==> src/hdl/assert_macros.svh <==
// Assertion macros shared by the scorer RTL.
// Depends on i_clk and i_rst_n being present in the module that uses them.
`ifndef ASSERT_MACROS_SVH
`define ASSERT_MACROS_SVH
`ifndef SYNTH
// Property checked on every clock outside of reset.
`define CHK_ASSERT(label, prop, msg) \
    label: assert property (@(posedge i_clk) disable iff (!i_rst_n) (prop)) else $error(msg);
// Antecedent in one cycle implies consequent in the next.
`define CHK_NEXT(label, ante, cons, msg) \
    label: assert property (@(posedge i_clk) disable iff (!i_rst_n) (ante) |=> (cons)) \
        else $error(msg);
`else
`define CHK_ASSERT(label, prop, msg)
`define CHK_NEXT(label, ante, cons, msg)
`endif
`endif

==> src/hdl/ngsg_pkg.sv <==
// Shared types and constants for the n-gram string gibberish scorer.
// No dependencies; used by every module of the block.
`timescale 1ns / 1ps
`default_nettype none
package ngsg_pkg;

    localparam int ADDR_W        = 14;
    localparam int WEIGHT_BITS   = 32;
    localparam int SCORE_W       = 40;
    localparam int LEN_W         = 5;
    localparam int ALPHABET_SIZE = 118;

    localparam int MAX_SCORED_LENGTH = 16;
    localparam int MIN_SCORED_LENGTH = 4;

    localparam int LENGTH_INDEX_I = 2 * ALPHABET_SIZE + ALPHABET_SIZE * ALPHABET_SIZE;
    localparam int WEIGHT_DEPTH_I = LENGTH_INDEX_I + 3;

    localparam logic [ADDR_W-1:0] ALPHA_A        = ADDR_W'(ALPHABET_SIZE);
    localparam logic [ADDR_W-1:0] BIGRAM_BASE    = ADDR_W'(ALPHABET_SIZE);
    localparam logic [ADDR_W-1:0] LENGTH_INDEX   = ADDR_W'(LENGTH_INDEX_I);
    localparam logic [ADDR_W-1:0] NONLATIN_INDEX = ADDR_W'(LENGTH_INDEX_I + 1);
    localparam logic [ADDR_W-1:0] DISTINCT_INDEX = ADDR_W'(LENGTH_INDEX_I + 2);
    localparam logic [ADDR_W-1:0] WEIGHT_DEPTH   = ADDR_W'(WEIGHT_DEPTH_I);

    localparam logic [7:0] FIRST_PRINTABLE = 8'h09;
    localparam logic [7:0] LAST_PRINTABLE  = 8'h7E;

    localparam logic [LEN_W-1:0] LEN_SAT      = LEN_W'(MAX_SCORED_LENGTH + 1);
    localparam logic [LEN_W-1:0] LEN_MIN      = LEN_W'(MIN_SCORED_LENGTH);
    localparam logic [LEN_W-1:0] LEN_MAX      = LEN_W'(MAX_SCORED_LENGTH);
    localparam logic [LEN_W-1:0] DISTINCT_SAT = {LEN_W{1'b1}};

    localparam logic signed [SCORE_W-1:0] SCORE_MAX = {1'b0, {(SCORE_W-1){1'b1}}};
    localparam logic signed [SCORE_W-1:0] SCORE_MIN = {1'b1, {(SCORE_W-1){1'b0}}};

    localparam int QDEPTH = 4;
    localparam int QPTR_W = $clog2(QDEPTH);
    localparam int QCNT_W = $clog2(QDEPTH + 1);

    localparam logic OP_WEIGHT = 1'b0;
    localparam logic OP_BYTE   = 1'b1;

    typedef enum logic [1:0] {
        VK_SCORED = 2'd0,
        VK_SHORT  = 2'd1,
        VK_LONG   = 2'd2
    } t_verdict;

    typedef enum logic [1:0] {
        STEP_BIGRAM,
        STEP_UNIGRAM,
        STEP_LENGTH,
        STEP_DISTINCT
    } t_step;

    // One classified transaction, from the front end to the back end.
    typedef struct packed {
        logic                   op;
        logic                   we;
        logic [ADDR_W-1:0]      addr_a;
        logic [ADDR_W-1:0]      addr_b;
        logic                   has_bigram;
        logic                   first;
        logic                   last;
        t_verdict               kind;
        logic [LEN_W-1:0]       len;
        logic [LEN_W-1:0]       distinct;
        logic [WEIGHT_BITS-1:0] wdata;
    } t_job;

    // What to do with a weight when it comes out of memory.
    typedef struct packed {
        logic             first;
        logic             last_res;
        logic [LEN_W-1:0] factor;
        t_verdict         kind;
        logic [LEN_W-1:0] len;
    } t_tag;

endpackage
`default_nettype wire

==> src/hdl/ngsg_front.sv <==
// Front end: accepts transactions, tracks per-string state and builds jobs.
// Depends on ngsg_pkg.
`timescale 1ns / 1ps
`default_nettype none
module ngsg_front (
    input  wire logic                             i_clk,
    input  wire logic                             i_rst_n,
    input  wire logic                             i_valid,
    input  wire logic                             i_op,
    input  wire logic [ngsg_pkg::ADDR_W-1:0]      i_weight_index,
    input  wire logic [31:0]                      i_weight_value,
    input  wire logic [7:0]                       i_string_byte,
    input  wire logic                             i_last,
    input  wire logic                             i_q_full,
    output      logic                             o_push,
    output      ngsg_pkg::t_job                   o_job
);

    logic [255:0]                   r_seen, n_seen;
    logic [ngsg_pkg::LEN_W-1:0]     r_count, n_count;
    logic [ngsg_pkg::LEN_W-1:0]     r_distinct, n_distinct;
    logic [6:0]                     r_prev_off, n_prev_off;
    logic                           r_prev_pr, n_prev_pr;

    logic                           accept;
    logic                           pr;
    logic [6:0]                     cur;
    logic [ngsg_pkg::LEN_W-1:0]     cnt_inc;
    logic [ngsg_pkg::LEN_W-1:0]     dist_inc;

    always_comb begin
        accept   = i_valid && !i_q_full;
        pr       = (i_string_byte >= ngsg_pkg::FIRST_PRINTABLE) &&
                   (i_string_byte <= ngsg_pkg::LAST_PRINTABLE);
        cur      = 7'(i_string_byte - ngsg_pkg::FIRST_PRINTABLE);
        cnt_inc  = (r_count < ngsg_pkg::LEN_SAT) ? r_count + 1'b1 : r_count;
        dist_inc = (r_seen[i_string_byte] || r_distinct == ngsg_pkg::DISTINCT_SAT) ?
                   r_distinct : r_distinct + 1'b1;

        o_push            = accept;
        o_job.op          = i_op;
        o_job.we          = (i_op == ngsg_pkg::OP_WEIGHT) &&
                            (i_weight_index < ngsg_pkg::WEIGHT_DEPTH);
        o_job.wdata       = i_weight_value[ngsg_pkg::WEIGHT_BITS-1:0];
        o_job.addr_b      = ngsg_pkg::BIGRAM_BASE + ngsg_pkg::ADDR_W'(r_prev_off) +
                            ngsg_pkg::ALPHA_A * ngsg_pkg::ADDR_W'(cur);
        o_job.has_bigram  = pr && r_prev_pr;
        o_job.first       = (r_count == '0);
        o_job.last        = i_last;
        o_job.len         = cnt_inc;
        o_job.distinct    = dist_inc;
        if (i_op == ngsg_pkg::OP_WEIGHT) begin
            o_job.addr_a = i_weight_index;
        end else if (pr) begin
            o_job.addr_a = ngsg_pkg::ADDR_W'(cur);
        end else begin
            o_job.addr_a = ngsg_pkg::NONLATIN_INDEX;
        end
        if (cnt_inc < ngsg_pkg::LEN_MIN) begin
            o_job.kind = ngsg_pkg::VK_SHORT;
        end else if (cnt_inc > ngsg_pkg::LEN_MAX) begin
            o_job.kind = ngsg_pkg::VK_LONG;
        end else begin
            o_job.kind = ngsg_pkg::VK_SCORED;
        end

        n_seen     = r_seen;
        n_count    = r_count;
        n_distinct = r_distinct;
        n_prev_off = r_prev_off;
        n_prev_pr  = r_prev_pr;
        if (accept && i_op == ngsg_pkg::OP_BYTE) begin
            if (i_last) begin
                // string done: start clean for the next one
                n_seen     = '0;
                n_count    = '0;
                n_distinct = '0;
                n_prev_off = '0;
                n_prev_pr  = 1'b0;
            end else begin
                n_seen[i_string_byte] = 1'b1;
                n_count    = cnt_inc;
                n_distinct = dist_inc;
                n_prev_off = cur;
                n_prev_pr  = pr;
            end
        end
    end

    always_ff @(posedge i_clk) begin
        if (!i_rst_n) begin
            r_seen     <= '0;
            r_count    <= '0;
            r_distinct <= '0;
            r_prev_off <= '0;
            r_prev_pr  <= 1'b0;
        end else begin
            r_seen     <= n_seen;
            r_count    <= n_count;
            r_distinct <= n_distinct;
            r_prev_off <= n_prev_off;
            r_prev_pr  <= n_prev_pr;
        end
    end

endmodule
`default_nettype wire

==> config.mk <==
export PLATFORM = sky130hd
export DESIGN_NAME = ngsg_front
export DESIGN_NICKNAME = d
export VERILOG_FILES = /design/src/hdl/assert_macros.svh /design/src/hdl/ngsg_pkg.sv /design/src/hdl/ngsg_front.sv
export SDC_FILE = /design/constraint.sdc
export NUM_CORES = 1
export LEC_CHECK = 0
export ABC_AREA = 1
export BUFFER_PORTS_ARGS = -buffer_cell sky130_fd_sc_hd__buf_2
export CORE_ASPECT_RATIO = 0.9
export CORE_MARGIN = 2
export CORE_UTILIZATION = 54
export CTS_CLUSTER_SIZE = 24
export DETAILED_ROUTE_END_ITERATION = 16
export PLACE_DENSITY = 0.8
export SETUP_SLACK_MARGIN = 0.2
export SLEW_MARGIN = 20
export SYNTH_ARGS = -nofsm -noshare
export SYNTH_HDL_FRONTEND = slang
export SYNTH_SLANG_ARGS = --single-unit
==> constraint.sdc <==
create_clock -name i_clk -period 5.5 [get_ports i_clk]
set_clock_uncertainty 0.2 [all_clocks]
set_input_delay 0.275 -clock i_clk [delete_from_list [all_inputs] [get_ports i_clk]]
set_output_delay 0.275 -clock i_clk [all_outputs]
set_load 0.02 [all_outputs]
==> impl_summary.md <==
Synth
Of all cell types, the one taking the most synthesized area is dfxtp_1. The net count after synthesis is 2,235. Ranked by total cell area, the synthesized netlist is headed by dfxtp_1 39%, nand2_1 15%, a21oi_1 11%. The most frequently used flop master after synthesis is dfxtp_1. Averaged over all synthesized cells, the footprint is 6.69 sq um. Synthesis instantiated 35 different standard cells from the library. The sequential-to-total area share from yosys stat is 38.8%. The number of warnings reported in the yosys synthesis log is 0. Counting flops with a built-in enable in the synthesized netlist gives 0. The instance count of the mapped netlist is 2,115. The most repeated cell in the gate-level netlist after synthesis is nand2_1. The proportion of register bits with asynchronous set or reset after synthesis is 0%. The synthesized design devotes to its leading area cell type 38.8% of total area. Ranked by instance count, the synthesized netlist is headed by 578 x nand2_1, 301 x inv_1, 300 x a21oi_1. In this run, synthesis produced a sequential element count of 274. The cell area after technology mapping is 0.0141 sq mm.

Floorplan
The core footprint is 0.0259 sq mm. Row generation in the floorplan step produced 56 rows. The die covers 0.0275 sq mm. The initial utilization of the core area, before any placement, comes to 54.6%. The die height is 158 microns. The boundary pin count is 138. The die extent in x is 175 microns.

Status
The flow ran to the end, but the final reports show violations. The checks that failed: hold timing.

CTS
The post-CTS clock slew at the launch and capture registers of the worst setup and hold paths is 0.06 ns. CTS built an H-tree with a depth of 1. Clock tree synthesis inserted a total of 28 buffers. The clock latency on the worst-skew pair is 0.57 ns. The tree built by TritonCTS fans out to 274 sinks. In this run the clock root is driven by a clkbuf_16. TritonCTS built the clock tree.

Counting along the longest clock path gives a buffer depth of 3.

Timing
Setup repair after global routing could not meet its margin everywhere. The hold violation total from the final report is 10. The routed design could run at a clock period as short as 5.11 ns. Derived from the worst setup path, the maximum achievable clock frequency is 0.196 GHz. Setup violations remaining at the end of the flow were counted as 0. The final-report max-slew violation count came to 0. The accumulated negative setup slack is 0 ns. Headroom to the max-slew limit came out at 20.4%. The portion of the clock cycle consumed by the worst path in the final layout is 92.9%. The pin slew with the least headroom to its limit is 1.19 ns. Across all hold checks on the routed design, the worst slack comes to -0.0187 ns.

Setup slack closes at 0.390 ns.

Global route
The maximum number of pins on one net before global-route repair is 258. The number of global-route vias before repair is 12,300. The number of antenna violations at the first check in global routing came to 1. The overflow left after global routing is 0.

The first global-routing pass estimated 60,800 microns of wire. The global routing usage summed across all routing layers is 27.0%.

Place
The HPWL after detailed placement is 24,200 microns. The number of cells after detailed placement is 2,426. At the end of routability-driven placement, the weighted congestion stood at 0.866.

In this run the tool buffered the top-level ports with 73 buffer cells. After detailed placement, the total cell area comes to 0.0146 sq mm. The placement-stage worst setup slack is 0.133 ns.

Layout
The finished cells cover 0.0156 sq mm. The fraction of the core area covered by cells at the end of the flow is 60.3%. The repair_antennas step left the layout with diodes totalling 0. The area growth from synthesis to layout is 10.6%. The number of inserted filler cells in the final layout is 2,357. In the final layout, the share of cells above drive strength 1 is 9.27%. The final layout net count is 2,236.

For this run, the number of standard cells in the final layout without fillers is 2,485.

Drt
The number of DRC markers after the initial detailed-route iteration is 1,273. The number of vias in the routed layout is 13,300. The final routed wirelength across all metal layers is 38,300 microns. The number of search-and-repair iterations in the first detailed-routing pass is 5. For this run, design rule violations remaining after detail routing come to 0. Dividing the detail-routed wire length by the instance count gives 15.4 microns. The residual antenna-violating net count after detailed routing is 0. The number of vias per cell is 5.35.

Critical path
On the critical path, the stage with the largest delay is an instance of fa_1. The cell with the most instances on the worst path is nand2_1. The kind of critical path is input port to output port.

The critical path's largest stage delay is 0.54 ns. The critical path contains buffers and inverters numbering 6 combined. The maximum fanout along the worst path is 5. The sort of element at the end of the critical path is an output port. The gate family responsible for the most delay along the worst path is adder cells. The required time at the endpoint of the critical path is 5.03 ns. The category of the worst setup path launch point is an input port. STA puts the critical path data arrival time at 4.64 ns.

Power
The leakage dissipation is 6.66 nW. The worst-case IR drop observed on VDD is 0.503 mV. Dividing total power by cell area gives a power density of 364 mW/mm^2.

Worst hold path
In this run the worst hold path is classified as input port to register.

Run
Max-cap violations in this run came to 0.
-- cells by family (layout without fill, tap and decap cells) --
kind of cell	count (synthesis)	count (layout)	synth area share, %
fa+ha+maj	60	60	6.00
simple gates	896	896	25.0
buf+inv	454	476	13.3
xor+xnor	26	26	1.61
flops	274	274	38.8
compound gates	405	405	15.3
-- metrics by stage --
stage	power, mW	hold WS, ns
final	5.69	-0.0187
after global routing	5.98	0.0128
after CTS	5.58	0.0258
after detailed placement	3.68	0.240
after global placement	3.65	0.236
after floorplan	3.29	0.230
-- cell type report --
type,instances,area [sq um],share of cell area (%)
Tap cell,348,435,2.78
Clock buffer,39,792,5.06
Multi-Input combinational cell,1387,6900,44.1
Sequential cell,274,5490,35.1
Inverter,304,1140,7.31
Timing Repair Buffer,121,751,4.80
Clock inverter,12,135,0.864
-- where the power goes --
group          total, mW  switching (mW)  internal (mW)
logic               1.80            1.14          0.656
clock network       1.90           0.802           1.10
registers           1.99         0.00217           1.99
total               5.69            1.95           3.74
-- cells in the final DEF, fill, tap and decap left out, types with 7 or more instances in the layout --
master       n
a21oi_1    298
buf_2       70
buf_4       47
clkbuf_16   28
clkinv_2     9
dfxtp_1    274
fa_1        13
ha_1        43
inv_1      299
nand2_1    575
nand3_1     92
nor2_1     178
nor2_2      13
nor3_1      27
o211ai_1    41
o21ai_0     40
o21ai_1      7
xor2_1      18
-- worst register-to-register path, stage by stage (launching register included) --
cell	delay, ns
dfxtp_1	0.32
o21ai_0	0.21
a21oi_1	0.09
nor2_1	0.14
nand2_1	0.07
nand3_1	0.07
nand2_1	0.08
nor2_1	0.14
nor2_1	0.11
nor2_4	0.16
nand3_1	0.19
nand2_1	0.13
nand3_1	0.08
a21oi_1	0.15
-- registers in the layout, summed over array words and instances (netlist names) --
register and cells:
r_distinct 5, r_seen 256, r_prev_off 7, r_count 5
r_prev_pr 1
-- repair_timing --
item	4_1_cts	5_1_grt
pin swaps	0	9
hold buffers	2	0
endpoints found under the setup margin	2	4
hold endpoints to repair	2	0
resized for setup	2	16
buffers inserted	0	6
-- routing by layer --
metal | global-route usage [%] | vias to the layer above | part of all wire, %
met5 | 0 | - | 0.034
met4 | 11.6 | 2 | 4.1
met3 | 5.29 | 117 | 8.4
met2 | 44.6 | 495 | 45
met1 | 34.7 | 6100 | 43
li1 | - | 6569 | -
-- worst paths after layout --
check | slack (ns) | start | end | depth (start not counted)
worst max-delay path | 0.39 | i_string_byte[1] | o_job[60] | 25
worst min register to register | 0.25 | r_seen[114]$_SDFFE_PN0P_ | r_seen[114]$_SDFFE_PN0P_ | 2
worst max register to register | 3.29 | r_seen[59]$_SDFFE_PN0P_ | r_distinct[2]$_SDFFE_PN0P_ | 13
worst min-delay path | -0.02 | i_last | r_prev_off[0]$_SDFFE_PN0P_ | 4
Power figures use the tool's default switching activity.
