**src/hdl/assert_macros.svh**
```systemverilog
// Assertion macros shared by the scorer RTL.
// Depends on i_clk and i_rst_n being present in the module that uses them.
`ifndef ASSERT_MACROS_SVH
`define ASSERT_MACROS_SVH
`ifndef SYNTH
// Property checked on every clock outside of reset.
`define CHK_ASSERT(label, prop, msg) \
    label: assert property (@(posedge i_clk) disable iff (!i_rst_n) (prop)) else $error(msg);
// Antecedent in one cycle implies consequent in the next.
`define CHK_NEXT(label, ante, cons, msg) \
    label: assert property (@(posedge i_clk) disable iff (!i_rst_n) (ante) |=> (cons)) \
        else $error(msg);
`else
`define CHK_ASSERT(label, prop, msg)
`define CHK_NEXT(label, ante, cons, msg)
`endif
`endif

```
**src/hdl/ngsg_pkg.sv**
```systemverilog
// Shared types and constants for the n-gram string gibberish scorer.
// No dependencies; used by every module of the block.
`timescale 1ns / 1ps
`default_nettype none
package ngsg_pkg;

    localparam int ADDR_W        = 14;
    localparam int WEIGHT_BITS   = 32;
    localparam int SCORE_W       = 40;
    localparam int LEN_W         = 5;
    localparam int ALPHABET_SIZE = 118;

    localparam int MAX_SCORED_LENGTH = 16;
    localparam int MIN_SCORED_LENGTH = 4;

    localparam int LENGTH_INDEX_I = 2 * ALPHABET_SIZE + ALPHABET_SIZE * ALPHABET_SIZE;
    localparam int WEIGHT_DEPTH_I = LENGTH_INDEX_I + 3;

    localparam logic [ADDR_W-1:0] ALPHA_A        = ADDR_W'(ALPHABET_SIZE);
    localparam logic [ADDR_W-1:0] BIGRAM_BASE    = ADDR_W'(ALPHABET_SIZE);
    localparam logic [ADDR_W-1:0] LENGTH_INDEX   = ADDR_W'(LENGTH_INDEX_I);
    localparam logic [ADDR_W-1:0] NONLATIN_INDEX = ADDR_W'(LENGTH_INDEX_I + 1);
    localparam logic [ADDR_W-1:0] DISTINCT_INDEX = ADDR_W'(LENGTH_INDEX_I + 2);
    localparam logic [ADDR_W-1:0] WEIGHT_DEPTH   = ADDR_W'(WEIGHT_DEPTH_I);

    localparam logic [7:0] FIRST_PRINTABLE = 8'h09;
    localparam logic [7:0] LAST_PRINTABLE  = 8'h7E;

    localparam logic [LEN_W-1:0] LEN_SAT      = LEN_W'(MAX_SCORED_LENGTH + 1);
    localparam logic [LEN_W-1:0] LEN_MIN      = LEN_W'(MIN_SCORED_LENGTH);
    localparam logic [LEN_W-1:0] LEN_MAX      = LEN_W'(MAX_SCORED_LENGTH);
    localparam logic [LEN_W-1:0] DISTINCT_SAT = {LEN_W{1'b1}};

    localparam logic signed [SCORE_W-1:0] SCORE_MAX = {1'b0, {(SCORE_W-1){1'b1}}};
    localparam logic signed [SCORE_W-1:0] SCORE_MIN = {1'b1, {(SCORE_W-1){1'b0}}};

    localparam int QDEPTH = 4;
    localparam int QPTR_W = $clog2(QDEPTH);
    localparam int QCNT_W = $clog2(QDEPTH + 1);

    localparam logic OP_WEIGHT = 1'b0;
    localparam logic OP_BYTE   = 1'b1;

    typedef enum logic [1:0] {
        VK_SCORED = 2'd0,
        VK_SHORT  = 2'd1,
        VK_LONG   = 2'd2
    } t_verdict;

    typedef enum logic [1:0] {
        STEP_BIGRAM,
        STEP_UNIGRAM,
        STEP_LENGTH,
        STEP_DISTINCT
    } t_step;

    // One classified transaction, from the front end to the back end.
    typedef struct packed {
        logic                   op;
        logic                   we;
        logic [ADDR_W-1:0]      addr_a;
        logic [ADDR_W-1:0]      addr_b;
        logic                   has_bigram;
        logic                   first;
        logic                   last;
        t_verdict               kind;
        logic [LEN_W-1:0]       len;
        logic [LEN_W-1:0]       distinct;
        logic [WEIGHT_BITS-1:0] wdata;
    } t_job;

    // What to do with a weight when it comes out of memory.
    typedef struct packed {
        logic             first;
        logic             last_res;
        logic [LEN_W-1:0] factor;
        t_verdict         kind;
        logic [LEN_W-1:0] len;
    } t_tag;

endpackage
`default_nettype wire

```
**src/hdl/ngsg_queue.sv**
```systemverilog
// Short job queue between the front end and the back end.
// Depends on ngsg_pkg and assert_macros.svh.
`timescale 1ns / 1ps
`default_nettype none
`include "assert_macros.svh"
module ngsg_queue (
    input  wire logic           i_clk,
    input  wire logic           i_rst_n,
    input  wire logic           i_push,
    input  wire ngsg_pkg::t_job i_job,
    output      logic           o_full,
    output      logic           o_valid,
    output      ngsg_pkg::t_job o_job,
    input  wire logic           i_pop
);

    ngsg_pkg::t_job                 r_entry [ngsg_pkg::QDEPTH];
    logic [ngsg_pkg::QPTR_W-1:0]    r_wr_ptr, r_rd_ptr;
    logic [ngsg_pkg::QCNT_W-1:0]    r_count;

    assign o_full  = (r_count == ngsg_pkg::QCNT_W'(ngsg_pkg::QDEPTH));
    assign o_valid = (r_count != '0);
    assign o_job   = r_entry[r_rd_ptr];

    always_ff @(posedge i_clk) begin
        if (i_push) begin
            r_entry[r_wr_ptr] <= i_job;
        end
    end

    always_ff @(posedge i_clk) begin
        if (!i_rst_n) begin
            r_wr_ptr <= '0;
            r_rd_ptr <= '0;
            r_count  <= '0;
        end else begin
            if (i_push) begin
                r_wr_ptr <= r_wr_ptr + 1'b1;
            end
            if (i_pop) begin
                r_rd_ptr <= r_rd_ptr + 1'b1;
            end
            case ({i_push, i_pop})
                2'b10:   r_count <= r_count + 1'b1;
                2'b01:   r_count <= r_count - 1'b1;
                default: r_count <= r_count;
            endcase
        end
    end

    `CHK_ASSERT(a_q_bound, r_count <= ngsg_pkg::QCNT_W'(ngsg_pkg::QDEPTH), "queue overfilled")
    `CHK_ASSERT(a_q_no_underrun, !(i_pop && r_count == '0), "pop from empty queue")

endmodule
`default_nettype wire

```
**config.mk**
```make
export PLATFORM = sky130hd
export DESIGN_NAME = ngsg_queue
export DESIGN_NICKNAME = d
export VERILOG_FILES = /design/src/hdl/ngsg_pkg.sv /design/src/hdl/ngsg_queue.sv
export VERILOG_INCLUDE_DIRS = /design/src /design/src/hdl
export SDC_FILE = /design/constraint.sdc
export NUM_CORES = 1
export LEC_CHECK = 0
export BUFFER_PORTS_ARGS = -buffer_cell sky130_fd_sc_hd__buf_4
export CAP_MARGIN = 20
export CORE_ASPECT_RATIO = 0.9
export CORE_UTILIZATION = 40
export CTS_BUF_LIST = sky130_fd_sc_hd__clkbuf_8 sky130_fd_sc_hd__clkbuf_16
export CTS_CLUSTER_DIAMETER = 200
export CTS_CLUSTER_SIZE = 16
export DETAILED_ROUTE_END_ITERATION = 8
export SLEW_MARGIN = 15
export SYNTH_ARGS = -nofsm -noshare
export SYNTH_HDL_FRONTEND = slang
export SYNTH_SLANG_ARGS = --single-unit
```
**constraint.sdc**
```tcl
create_clock -name i_clk -period 3.2 [get_ports i_clk]
set_clock_uncertainty 0.05 [all_clocks]
set_input_delay 0.32 -clock i_clk [delete_from_list [all_inputs] [get_ports i_clk]]
set_output_delay 0.32 -clock i_clk [all_outputs]
set_load 0.02 [all_outputs]
```
==> impl_metrics.env, run 1 <==
export IMPL_number_of_global_route_vias_before_repair=5923
export IMPL_grt_pass1_wl_mm=34.18
export IMPL_final_net_count=788
export IMPL_timing_critical_path_slowest_stage_cell="sky130_fd_sc_hd__dfxtp_4"
export IMPL_gr_usage_all_layers_pct=15.22
export IMPL_power_report_internal_total_w=0.006623
export IMPL_die_height_um=163.5
export IMPL_synth_enable_flop_cells=308
export IMPL_timing_critical_path_from_type="register"
export IMPL_setup_viol_count_final=0
export IMPL_layout_drive_gt1_share_pct=38.70
export IMPL_total_switching_power_w=0.001944
export IMPL_core_region_area_mm2=0.02823
export IMPL_final_setup_worst_slack_ns=0.4936
export IMPL_reg2reg_slack_ns=1.34
export IMPL_cts_hold_fix_buffers=78
export IMPL_status="finished clean"
export IMPL_gr_max_usage_layer="met2"
export IMPL_initialDrtViolationCount=282
export IMPL_die_width_um=181.5
export IMPL_synth_cell_types=21
export IMPL_power_per_cell_area_mw_per_mm2=585.8
export IMPL_relative_max_transition_margin_pct=59.59
export IMPL_critical_path_top_delay_family="flip-flops"
export IMPL_endpoint="o_job[19]"
export IMPL_htreeDepth=1
export IMPL_synth_seq_cells=317
export IMPL_antenna_found_initial=1
export IMPL_clkPwrFrac_pct=29.8
export IMPL_static_leakage_power_nw=4.943
export IMPL_finalCritPeriodShare_pct=84.58
export IMPL_crit_reg2reg_launch="r_wr_ptr[0]"
export IMPL_cap_violations=0
export IMPL_critPathBufInv=2
export IMPL_dr_total_vias=5414
export IMPL_global_route_usage_met1_pct=20.67
export IMPL_worst_setup_path_type="register to output port"
export IMPL_post_cts_setup_buffers=0
export IMPL_place_ws_ns=1.008
export IMPL_vdd_ir_drop_max_uv=330.0
export IMPL_final_setup_tns_ns=0
export IMPL_tritoncts_clock_tree="done"
export IMPL_design_die_area_mm2=0.02968
export IMPL_drt_wl_total_mm=22.08
export IMPL_crit_path_cell_trace="buf_12, mux4_2, buf_4"
export IMPL_grt_setup_unrepaired="no"
export IMPL_critPathMaxStageDelay_ns=0.61
export IMPL_synth_ff_type="sky130_fd_sc_hd__edfxtp_1"
export IMPL_synthesis_nets=536
export IMPL_io_buffer_count=159
export IMPL_nFillCells=2205
export IMPL_cts_repair_resized=0
export IMPL_final_critical_delay_including_setup_and_external_delays_ns=2.706
export IMPL_ioPinCount=160
export IMPL_worst_ep_required_time_ns=2.83
export IMPL_regToRegEndpoint="r_entry[2][45]"
export IMPL_area_growth_synth_to_final_pct=26.12
export IMPL_mappedNetlistArea_mm2=0.01160
export IMPL_routed_wirelength_normalized_by_instance_count_um=20.65
export IMPL_rows=58
export IMPL_ys_warn_count=0
export IMPL_gr_usage_met3_pct=3.456
export IMPL_critPathArrivalTime_ns=2.34
export IMPL_synth_async_reset_ratio_pct=0
export IMPL_cts_sinks=317
export IMPL_clk_pin_slew_ns=0.07
export IMPL_ant_nets=0
export IMPL_globalRouteOverflowTotal=0
export IMPL_critPathMaxFanout=40
export IMPL_clock_latency_of_the_later_clocked_register_in_the_worst_skew_pair_ns=0.51
export IMPL_hp_class="input port to register"
export IMPL_met2_capacity_usage_during_global_routing_pct=25.56
export IMPL_initial_core_util_pct=41.08
export IMPL_number_of_instances_in_the_synthesized_netlist=449
export IMPL_clk_path_buf_depth=3
export IMPL_route_detailed_drc=0
export IMPL_combinationalPowerShare_pct=13.7
export IMPL_cp_end_kind="output port"
export IMPL_reg2reg_depth=4
export IMPL_dpl_hpwl_mm=13.18
export IMPL_fmax_mhz=369.5
export IMPL_place_gp_congestion=0.7086
export IMPL_max_slew_worst_pin_slew_ns=0.6061
export IMPL_grt_max_degree=48
export IMPL_clk_root_buffer_cell="sky130_fd_sc_hd__clkbuf_16"
export IMPL_cts_buffers=23
export IMPL_final_max_slew_violation_count=0
export IMPL_critical_path_depth=3
export IMPL_finalHoldViolations=0
export IMPL_drt_pre_antenna_iters=6
export IMPL_pwr_share_seq_pct=56.5
export IMPL_p_sw_share_pct=22.69
export IMPL_synth_seq_area_share_pct=81.31
export IMPL_detail_route_vias_per_cell=5.065
export IMPL_synth_avg_cell_area_um2=25.83
==> placed cells by master (no fill, tap or decap), drive strengths merged, types with 3 or more instances in the layout <==
master	Yosys	layout
clkbuf	4	23
dfxtp	9	9
ha	5	5
inv	6	14
xor2	3	3
edfxtp	308	308
mux4	77	77
and2	10	10
buf	14	167
dlygate4sd3	0	78
==> registers in the layout, indices dropped and copies added, names as in the netlist, named ones only <==
register	flops
r_count	3
r_rd_ptr	2
r_entry	308
r_wr_ptr	2
==> synth_stat cells (all sizes together), types with 2 or more instances <==
| cell type | instances | area, µm² |
|---|---|---|
| dfxtp | 9 | 180.2 |
| or3 | 2 | 12.51 |
| clkbuf | 4 | 15.01 |
| xor2 | 3 | 26.28 |
| mux4 | 77 | 1734 |
| ha | 5 | 62.56 |
| xnor2 | 2 | 17.52 |
| edfxtp | 308 | 9249 |
| and2 | 10 | 62.56 |
| buf | 14 | 146.4 |
| o21ai | 2 | 10.01 |
| nand2 | 2 | 7.510 |
| inv | 6 | 22.52 |
==> tightest hold or removal path: cells and delay by family <==
kind                   cells  cell delay [ns]
buffers and inverters      1             0.13
multiplexers               1             0.08
AND/OR/NAND/NOR            1             0.10
==> metrics by stage <==
stage	std cells	hold slack (ns)	utilization, %	instance area [µm²]	total power, W
5_1_grt	1069	0.1135	51.81	14630	0.008894
3_3_place_gp	958	0.4262	46.87	13230	0.006019
4_1_cts	1068	0.08699	51.80	14620	0.008684
6_report	1069	0.1048	51.81	14630	0.008567
2_1_floorplan	449	0.3689	-	11600	0.005560
3_5_place_dp	958	0.4491	46.87	13230	0.006051
==> how the worst min path moves through the flow <==
stage	startpoint	end	cells past startpoint
after floorplan	i_job[0]	r_entry[0][0]	0
final	i_push	r_wr_ptr[1]	3
after global placement	r_count[2]	r_count[2]	2
after global routing	i_pop	register	3
after CTS	i_push	r_wr_ptr[1]	3
after detailed placement	r_count[2]	r_count[2]	2
==> cell type report <==
type	instances	area (µm²)	share of cell area (%)
Sequential cell	317	9437	64.52
Timing Repair Buffer	245	2110	14.42
Multi-Input combinational cell	108	1993	13.63
Clock buffer	23	575.6	3.935
Tap cell	360	450.4	3.080
Clock inverter	9	35.03	0.2395
Inverter	6	22.52	0.1540
Antenna cell	1	2.502	0.01711
==> power groups by stage <==
stage	clock [W]	sequential, W	combinational [W]
3_5_place_dp	0	0.00493	0.00112
3_3_place_gp	0	0.00492	0.00110
2_1_floorplan	0	0.00490	0.000665
5_1_grt	0.00278	0.00485	0.00126
4_1_cts	0.00264	0.00484	0.00120
6_report	0.00256	0.00484	0.00117
==> layer usage <==
layer | routed length (µm) | part of all wire [%]
met5 | 0 | 0
met4 | 339 | 1.5
met3 | 1311 | 5.9
met2 | 10800 | 49
met1 | 9627 | 44
==> kinds of logic (layout without fill, tap and decap cells) <==
logic type               count (synthesis)  in the layout  synth area share (%)
buffers and inverters                   24            283                 1.586
flip-flops                             317            317                 81.31
AO/OA/AOI/OAI                            3              3                0.1511
adder cells (fa/ha/maj)                  6              6                0.7121
AND/OR/NAND/NOR                         16             16                0.8201
other                                    0              1                     0
XOR/XNOR                                 5              5                0.3777
multiplexers                            78             78                 15.04
(Power assumes the default switching activity.)
==> run 2, diff against run 1 <==
- ABC_AREA: default -> 1
- clock period: 3.2 -> 2.4 ns (I/O delays scaled with it)
==> impl_metrics.env, run 2 <==
export IMPL_cts_buffers=23
export IMPL_synth_cell_types=23
export IMPL_io_buffer_count=159
export IMPL_netlist_area_leader_share_pct=78.03
export IMPL_synth_seq_cells=317
export IMPL_synth_ff_type="sky130_fd_sc_hd__edfxtp_1"
export IMPL_globalRouteOverflowTotal=0
export IMPL_clock_latency_of_the_later_clocked_register_in_the_worst_skew_pair_ns=0.51
export IMPL_htreeDepth=1
export IMPL_vdd_ir_drop_max_uv=460.1
export IMPL_die_width_um=183.5
export IMPL_hp_class="input port to register"
export IMPL_route_detailed_drc=0
export IMPL_number_of_instances_in_the_synthesized_netlist=801
export IMPL_synth_avg_cell_area_um2=14.80
export IMPL_largest_registers="r_entry: 308 flops, r_count: 3 flops"
export IMPL_setup_viol_count_final=0
export IMPL_max_slew_worst_pin_slew_ns=0.5606
export IMPL_cp_end_kind="output port"
export IMPL_reg2reg_slack_ns=0.59
export IMPL_number_of_flip_flops_in_the_largest_register=308
export IMPL_core_region_area_mm2=0.02901
export IMPL_place_gp_congestion=0.7153
export IMPL_final_common_cell="sky130_fd_sc_hd__edfxtp_1"
export IMPL_grt_max_degree=155
export IMPL_grt_pass1_wl_mm=39.63
export IMPL_antenna_found_initial=2
export IMPL_critPathMaxFanout=20
export IMPL_mappedNetlistArea_mm2=0.01185
export IMPL_finalHoldViolations=0
export IMPL_yosysMostFrequentCell="sky130_fd_sc_hd__edfxtp_1"
export IMPL_tritoncts_clock_tree="done"
export IMPL_relative_max_transition_margin_pct=62.55
export IMPL_area_growth_synth_to_final_pct=26.69
export IMPL_layout_cells_most_common_list="sky130_fd_sc_hd__edfxtp_1 (308), sky130_fd_sc_hd__buf_4 (165), sky130_fd_sc_hd__nor2_1 (157), sky130_fd_sc_hd__o21ai_0 (155), sky130_fd_sc_hd__dlygate4sd3_1 (79)"
export IMPL_total_switching_power_w=0.002758
export IMPL_gr_usage_all_layers_pct=16.95
export IMPL_post_cts_setup_buffers=0
export IMPL_static_leakage_power_nw=5.282
export IMPL_layout_drive_gt1_share_pct=20.10
export IMPL_synthesis_nets=888
export IMPL_pwr_share_seq_pct=55.8
export IMPL_ranking_of_synthesized_cells_by_instance_count="sky130_fd_sc_hd__edfxtp_1 (308), sky130_fd_sc_hd__nor2_1 (157), sky130_fd_sc_hd__o21ai_0 (155)"
export IMPL_clkPwrFrac_pct=30.7
export IMPL_initialDrtViolationCount=424
export IMPL_met2_capacity_usage_during_global_routing_pct=27.82
export IMPL_rows=59
export IMPL_ioPinCount=160
export IMPL_drt_pre_antenna_iters=5
export IMPL_status="finished clean"
export IMPL_ys_warn_count=0
export IMPL_worst_setup_path_type="register to output port"
export IMPL_worst_hold_path_num_cells=3
export IMPL_clk_root_buffer_cell="sky130_fd_sc_hd__clkbuf_16"
export IMPL_nFillCells=2444
export IMPL_p_sw_share_pct=24.16
export IMPL_finalCritPeriodShare_pct=96.26
export IMPL_power_report_internal_total_w=0.008654
export IMPL_final_net_count=1122
export IMPL_timing_critical_path_from_type="register"
export IMPL_timing_hold_ws_ns=0.02664
export IMPL_clk_pin_slew_ns=0.07
export IMPL_worst_ep_required_time_ns=2.11
export IMPL_power_per_cell_area_mw_per_mm2=760.0
export IMPL_synth_largest_area_cell="sky130_fd_sc_hd__edfxtp_1"
export IMPL_synth_enable_flop_cells=308
export IMPL_biggest_register="r_entry"
export IMPL_critPathArrivalTime_ns=2.02
export IMPL_routed_wirelength_normalized_by_instance_count_um=18.57
export IMPL_number_of_global_route_vias_before_repair=7124
export IMPL_fin_area_mm2=0.01502
export IMPL_global_route_usage_met1_pct=23.34
export IMPL_design_die_area_mm2=0.03033
export IMPL_synth_area_top_cells="sky130_fd_sc_hd__edfxtp_1 (78%), sky130_fd_sc_hd__o21ai_0 (6.5%), sky130_fd_sc_hd__nor2_1 (5.0%)"
export IMPL_dr_total_vias=7310
export IMPL_clk_path_buf_depth=3
export IMPL_reg2reg_depth=4
export IMPL_die_height_um=165.3
export IMPL_cap_violations=0
export IMPL_synth_seq_area_share_pct=79.55
export IMPL_grt_setup_unrepaired="no"
export IMPL_fmax_mhz=432.9
export IMPL_detail_route_vias_per_cell=5.052
export IMPL_synth_async_reset_ratio_pct=0
export IMPL_cts_sinks=317
export IMPL_final_max_slew_violation_count=0
export IMPL_gr_max_usage_layer="met2"
export IMPL_final_critical_delay_including_setup_and_external_delays_ns=2.310
export IMPL_ant_nets=0
export IMPL_gr_usage_met3_pct=3.531
export IMPL_combinationalPowerShare_pct=13.5
export IMPL_drt_wl_total_mm=26.87
export IMPL_final_setup_tns_ns=0
export IMPL_dpl_hpwl_mm=13.97
export IMPL_initial_core_util_pct=40.85
export IMPL_dpl_cell_area_mm2=0.01355
==> run 2: cell types whose count changed after synthesis, sizes merged, moves of 3 or more <==
cell | before | now
and2 | 10 | 0
nand2 | 2 | 9
clkbuf | 4 | 22
o22ai | 0 | 77
buf | 14 | 27
xor2 | 3 | 0
inv | 6 | 17
nor2 | 0 | 157
a21oi | 0 | 5
mux4 | 77 | 0
o21ai | 2 | 160
==> run 2: worst paths after layout <==
| path | startpoint | to |
|---|---|---|
| worst max register to register | r_wr_ptr[0] | r_entry[3][44] |
| worst min register to register | r_rd_ptr[1] | register |
| worst max-delay path | register | o_job[7] |
| worst min-delay path | i_push | r_wr_ptr[0] |
==> run 2: what timing repair did <==
action,CTS,global route
hold buffers,79,0
hold endpoints to repair,317,0
endpoints found under the setup margin,0,64
gates resized for setup,0,2
==> run 2: cell families (layout without fill, tap and decap cells) <==
logic type / count (synthesis) / after routing / synth area share, %
AOI/OAI and AO/OA: 242 / 242 / 11.03
adders and majority gates: 6 / 6 / 0.6967
buffers and inverters: 66 / 315 / 3.283
and+or+nand+nor: 170 / 170 / 5.437
DFF: 317 / 317 / 79.55
other: 0 / 1 / 0
==> run 2: cell type report <==
class,count,area (µm²),area share [%]
multi-input combinational,418,2034,13.55
antenna,1,2.502,0.01667
inverter,17,86.33,0.5750
tap,396,495.5,3.300
clock buffer,23,575.6,3.833
timing repair buffer,258,2322,15.47
sequential,317,9434,62.83
clock inverter,17,65.06,0.4333
==> run 2: per-layer routing <==
metal | up-vias | wire length [µm]
met1 | 3609 | 12020
met2 | 195 | 12710
met5 | - | 11
li1 | 3471 | -
met3 | 33 | 1649
met4 | 2 | 478
==> run 2: metrics by stage <==
stage	cells	util, %	setup WS (ns)	total power [W]
3_5_place_dp	1326	46.69	0.5591	0.007914
4_1_cts	1445	51.63	0.005350	0.01151
2_1_floorplan	801	-	0.1483	0.007250
5_1_grt	1447	51.76	0.01033	0.01185
6_report	1447	51.76	0.08976	0.01141
3_3_place_gp	1326	46.69	0.5521	0.007898
==> run 2: critical path, cell delays in order, from the launching register on <==
cell                      delay, ns
sky130_fd_sc_hd__dfxtp_2       0.34
sky130_fd_sc_hd__inv_2         0.38
sky130_fd_sc_hd__buf_12        0.22
sky130_fd_sc_hd__o21ai_0       0.10
sky130_fd_sc_hd__o22ai_1       0.25
sky130_fd_sc_hd__buf_4         0.21
==> run 2: power groups by stage <==
stage               combinational (W)  clock (W)  sequential (W)
global placement              0.00141          0         0.00649
CTS                           0.00154    0.00361         0.00636
floorplan                    0.000763          0         0.00649
global route                  0.00167    0.00380         0.00638
finish                        0.00154    0.00351         0.00637
detailed placement            0.00143          0         0.00649
